===== src/ccc_pkg.sv =====
// ----------------------------------------------------------------------------
// ccc_pkg: shared constants and functions of the cube corner case classifier
// Holds the cube rotations, the reference corner patterns and the
// classification function used by the datapath.
// ----------------------------------------------------------------------------
`default_nettype none

package ccc_pkg;

    localparam int NumCorners  = 8;
    localparam int HalfCorners = 4;
    localparam int NumPatterns = 13;
    localparam int NumFaces    = 6;
    localparam int NumTurns    = 4;

    localparam int MaskW  = NumCorners;
    localparam int ClassW = 4;
    localparam int CountW = $clog2(NumCorners + 1);

    typedef logic [MaskW-1:0]  mask_t;
    typedef logic [ClassW-1:0] class_t;
    typedef logic [CountW-1:0] count_t;

    // class codes with a fixed meaning
    localparam class_t CLASS_EMPTY  = class_t'(0);
    localparam class_t CLASS_SINGLE = class_t'(1);

    // reference patterns, searched in this order
    localparam count_t PAT_COUNT [NumPatterns] = '{
        count_t'(2), count_t'(2), count_t'(2),
        count_t'(3), count_t'(3), count_t'(3),
        count_t'(4), count_t'(4), count_t'(4), count_t'(4),
        count_t'(4), count_t'(4), count_t'(4)
    };
    localparam mask_t PAT_BITS [NumPatterns] = '{
        8'h03, 8'h21, 8'h41,
        8'h07, 8'h43, 8'h25,
        8'h0F, 8'h87, 8'hA5, 8'h27,
        8'h4D, 8'h8E, 8'hC3
    };
    localparam class_t PAT_CLASS [NumPatterns] = '{
        class_t'(2),  class_t'(3),  class_t'(4),
        class_t'(5),  class_t'(6),  class_t'(7),
        class_t'(8),  class_t'(9),  class_t'(10), class_t'(11),
        class_t'(12), class_t'(13), class_t'(14)
    };

    // quarter turn about z: corner k moves to 1,2,3,0,5,6,7,4
    function automatic mask_t rot_z(input mask_t m);
        mask_t r;
        r[1] = m[0];
        r[2] = m[1];
        r[3] = m[2];
        r[0] = m[3];
        r[5] = m[4];
        r[6] = m[5];
        r[7] = m[6];
        r[4] = m[7];
        return r;
    endfunction

    // quarter turn about y: corner k moves to 4,0,3,7,5,1,2,6
    function automatic mask_t rot_y(input mask_t m);
        mask_t r;
        r[4] = m[0];
        r[0] = m[1];
        r[3] = m[2];
        r[7] = m[3];
        r[5] = m[4];
        r[1] = m[5];
        r[2] = m[6];
        r[6] = m[7];
        return r;
    endfunction

    function automatic count_t popcount(input mask_t m);
        count_t n;
        n = '0;
        for (int k = 0; k < NumCorners; k++) begin
            n = n + count_t'(m[k]);
        end
        return n;
    endfunction

    // case number of a corner mask; rotations are pure wiring, the
    // pattern compares run in parallel behind one priority select
    function automatic class_t classify(input mask_t mask);
        count_t n;
        count_t eff;
        mask_t  m;
        mask_t  face;
        mask_t  cur;
        logic   found;
        class_t cls;
        n     = popcount(mask);
        m     = mask;
        eff   = n;
        found = 1'b0;
        cls   = CLASS_EMPTY;
        if (n > count_t'(HalfCorners)) begin
            eff = count_t'(NumCorners) - n;
            m   = ~mask;
        end
        if (eff == '0) begin
            cls = CLASS_EMPTY;
        end else if (eff == count_t'(1)) begin
            cls = CLASS_SINGLE;
        end else begin
            face = m;
            for (int i = 0; i < NumFaces; i++) begin
                cur = face;
                for (int j = 0; j < NumTurns; j++) begin
                    for (int p = 0; p < NumPatterns; p++) begin
                        if (!found && PAT_COUNT[p] == eff &&
                            (cur & PAT_BITS[p]) == PAT_BITS[p]) begin
                            found = 1'b1;
                            cls   = PAT_CLASS[p];
                        end
                    end
                    cur = rot_z(cur);
                end
                // move on to the next face orientation
                if (i == 4) begin
                    face = rot_y(rot_y(face));
                end else if (i == 3) begin
                    face = rot_y(rot_z(face));
                end else begin
                    face = rot_y(face);
                end
            end
        end
        return cls;
    endfunction

endpackage

`default_nettype wire


===== src/cube_corner_case_classifier.sv =====
// ----------------------------------------------------------------------------
// cube_corner_case_classifier: marching-cubes case number of a corner mask
// Maps an 8-bit inside/outside corner mask to one of 15 case numbers.
// ----------------------------------------------------------------------------
// Usage
//   s_ channel: one item per voxel cube, s_tdata[7:0] is the corner mask.
//   m_ channel: one item per input item, m_tdata[3:0] is the case number
//   (0 to 14), m_tdata[7:4] is zero.
//   Path: an accepted item passes the input register, then the result
//   register, before it is shown on m_tvalid.
//   Throughput: one item per cycle while the receiver does not stall; the
//   classification is a single pass of compare logic between the two registers.
//   Reset (aresetn low, synchronous) empties both registers; m_tvalid drops
//   and s_tready rises in the cycle after.
//   When the receiver stalls, the result register holds its item, the input
//   register still takes one more item, and s_tready then falls until the
//   result register is freed.
//   Results leave in the order the items came in.
// ----------------------------------------------------------------------------
`default_nettype none

module cube_corner_case_classifier (
    input  wire logic       aclk,
    input  wire logic       aresetn,
    input  wire logic       s_tvalid,
    output logic            s_tready,
    input  wire logic [7:0] s_tdata,   // [7:0] corner_mask
    output logic            m_tvalid,
    input  wire logic       m_tready,
    output logic [7:0]      m_tdata    // [3:0] case_class, [7:4] zero
);

    import ccc_pkg::*;

    logic   in_valid_reg;
    logic   in_valid_next;
    mask_t  in_mask_reg;
    logic   out_valid_reg;
    logic   out_valid_next;
    class_t out_class_reg;
    class_t out_class_comb;
    logic   out_load;
    logic   in_load;

    // handshake: each stage takes a new item when empty or when it moves on
    assign out_load = !out_valid_reg || m_tready;
    assign s_tready = !in_valid_reg || out_load;
    assign in_load  = s_tvalid && s_tready;

    assign in_valid_next  = in_load ? 1'b1 : (out_load ? 1'b0 : in_valid_reg);
    assign out_valid_next = out_load ? in_valid_reg : out_valid_reg;

    // classification between the two registers
    assign out_class_comb = classify(in_mask_reg);

    // valid bits
    always_ff @(posedge aclk) begin
        if (!aresetn) begin
            in_valid_reg  <= 1'b0;
            out_valid_reg <= 1'b0;
        end else begin
            in_valid_reg  <= in_valid_next;
            out_valid_reg <= out_valid_next;
        end
    end

    // payload registers
    always_ff @(posedge aclk) begin
        if (in_load) begin
            in_mask_reg <= s_tdata;
        end
        if (out_load && in_valid_reg) begin
            out_class_reg <= out_class_comb;
        end
    end

    assign m_tvalid = out_valid_reg;
    assign m_tdata  = {{(8 - ClassW){1'b0}}, out_class_reg};

endmodule

`default_nettype wire


===== config.mk =====
export PLATFORM = sky130hd
export DESIGN_NAME = cube_corner_case_classifier
export DESIGN_NICKNAME = d
export VERILOG_FILES = /design/src/ccc_pkg.sv /design/src/cube_corner_case_classifier.sv
export SDC_FILE = /design/constraint.sdc
export NUM_CORES = 1
export LEC_CHECK = 0
export BUFFER_PORTS_ARGS = -buffer_cell sky130_fd_sc_hd__buf_2
export CAP_MARGIN = 10
export CORE_ASPECT_RATIO = 1.75
export CORE_MARGIN = 3
export CORE_UTILIZATION = 44
export CTS_CLUSTER_SIZE = 12
export DETAILED_ROUTE_END_ITERATION = 8
export SLEW_MARGIN = 5
export SYNTH_ARGS = -nofsm -noshare
export SYNTH_HDL_FRONTEND = slang
export SYNTH_SLANG_ARGS = --single-unit

===== constraint.sdc =====
create_clock -name aclk -period 8 [get_ports aclk]
set_input_delay 1.2 -clock aclk [delete_from_list [all_inputs] [get_ports aclk]]
set_output_delay 1.2 -clock aclk [all_outputs]
set_load 0.03 [all_outputs]

==> results.ini <==
[clock_tree]
h-tree-depth=1
insertion_delay_ns=0.25
cts_root_buf=clkbuf_16
cts.sinks=14
cts_setup_buffers=0
cts_buffers=3
cts_resized=0
clk_path_buf_depth=2
ctsHoldBuffers=0
cts_tree=built
clk_pin_slew_ns=0.04

[drt]
routedWlPerCell_um=33.9
drt-pass1-iter-count=9
vias=8243
drt-vias-per-instance=8.33
drc=55
wirelength_um=33500
ant_nets=0
first_iter_violations=2059

[finish]
seq_area_um2=400
largest_register_ffs=8
final_core_util=0.494
nNetsFinal=849
multiInputGateArea_um2=4550
stdcell_area_um2=5820
final_cells=989
drive_gt1_frac=0.125
antennaDiodeCount=0
area_delta_synth_final_pct=8.31
fillers=1201

[synthesis]
yosysUniqueCellTypes=90
ys_ff_latch=14
synth_edf_count=12
yosysSeqAreaShare=0.0745
synth.yosys.warnings=0
async_reset_ff_frac=0
synth.avg_cell_area_um2=6.51
synth_area_um2=5370
synth.most_common_cell=nor2_1
netlist.area_leader.share=0.0671
synth_commonest_cells=93 x nor2_1, 77 x nand2_1, 55 x nor3_1, 50 x clkbuf_1, 47 x nand3_1
ys_top_cells_by_area=edfxtp_1 6.7%, nor2_1 6.5%, nand2_1 5.4%
synth_flop_cell=edfxtp_1
synth.largest_area_cell=edfxtp_1
syn_inst=826

[critical_path]
cp.required_ns=7.99
crit_path_end_kind=register
worstPathArrival_ns=7.75
critical_path_class=register to register
path_max_fanout=13
worstSetupStartpointType=register

[die]
top_level_ports=22
num_rows=52
start_util=0.456
coreArea_um2=11800
fp.dieArea_um2=13600
dieWidth_um=89.5
die_y_um=152

[global_routing]
gr-total-overflow=0
grt_max_degree=37
grt.total_usage=0.490
grt_pass1_wl_um=50000
first_global_vias=7570
antenna_found_initial=0

[sta]
hold_slack_ns=0.533
maxSlewViolCount=0
rsz0062_at_grt=no
fin_crit_ns=7.76
worst_pin_slew_ns=1.00
slew_headroom=0.324
finalCritPeriodShare=0.970
fmax_mhz=129
finalSetupViolCount=0
hold_viol_final=0
setup_tns_ns=0
skew_ns=0.00399
setup_ws_ns=0.241

[hold_path]
hold_path_class=register to register

[placement]
port_buffers=17
place_area_um2=5730
gp_congestion=1.28
dpl.hpwl_um=24500
place_ws_ns=0.475
dp_cells=985

[outcome]
violations=DRC
status=finished with violations

[power]
power_mw=2.41
p_per_area_nw_per_um2=413
peakVddDrop_mv=0.215
p_leak_nw=2.00

[run]
drv_cap=0

==> cell type report <==
cell class	count	area share
Multi-Input combinational cell	716	0.781
Timing Repair Buffer	73	0.0868
Sequential cell	14	0.0688
Tap cell	162	0.0348
Clock buffer	4	0.0153
Inverter	20	0.0129
==> critical path, stage by stage, from the launching register on <==
cell      delay [ns]
edfxtp_1        0.42
fa_1            0.56
inv_1           0.05
fa_1            0.45
fa_1            0.49
inv_1           0.04
ha_1            0.20
fa_1            0.46
inv_1           0.16
ha_1            0.21
buf_4           0.23
nand3b_1        0.18
o21a_1          0.38
buf_4           0.28
nor2_1          0.53
a22oi_1         0.24
nand3_1         0.31
nor3_1          0.22
nand2_1         0.36
a21oi_1         0.07
nor4_1          0.59
nand3_1         0.16
or4_1           0.58
o2bb2a_1        0.31
==> worst paths after layout <==
kind                                                start                             end  slack, ns  depth (start not counted)
worst max-delay path             in_mask_reg[0]$_DFFE_PP_  out_class_reg[0]$_SDFFCE_PP0P_       0.24                         23
worst min-delay path            in_valid_reg$_SDFFE_PN0P_           m_tvalid$_SDFFE_PN0P_       0.53                          1
worst max register to register   in_mask_reg[0]$_DFFE_PP_  out_class_reg[0]$_SDFFCE_PP0P_       0.24                         23
worst min register to register  in_valid_reg$_SDFFE_PN0P_           m_tvalid$_SDFFE_PN0P_       0.53                          1
==> cells in the final DEF (no fill, tap or decap), types with 17 or more instances in the layout <==
master,n
nor2_1,93
nand2_1,77
buf_4,56
nor3_1,55
nand3_1,47
a21oi_1,46
o21ai_0,36
a22oi_1,28
o22ai_1,25
o211ai_1,23
nor4_1,18
inv_1,17
buf_2,17
==> report_power, final <==
group	internal (mW)	total, mW	switching, mW
registers	0.104	0.117	0.0130
logic	0.612	2.18	1.57
clock network	0.0757	0.105	0.0292
total	0.792	2.41	1.61
==> layer usage <==
metal  vias to the layer above  GRT usage  share of wire
li1                       3239          -              -
met5                         -     0.0119              0
met2                       960      0.695           0.42
met3                       391      0.201           0.15
met4                         0      0.375           0.13
met1                      3653      0.568           0.30
==> cells by family (layout without fill, tap and decap cells) <==
| kind of cell | count (synthesis) | in the layout | synth area share |
|---|---|---|---|
| AOI/OAI and AO/OA | 291 | 291 | 0.399 |
| xor gates and xnor gates | 5 | 5 | 0.0151 |
| adders and majority gates | 9 | 9 | 0.0265 |
| buffers and inverters | 99 | 97 | 0.0834 |
| DFF | 14 | 14 | 0.0745 |
| muxes | 16 | 16 | 0.0307 |
| other | 1 | 4 | 0.000698 |
| and+or+nand+nor | 391 | 391 | 0.370 |
Note: power is estimated with default switching activity, not from simulation.
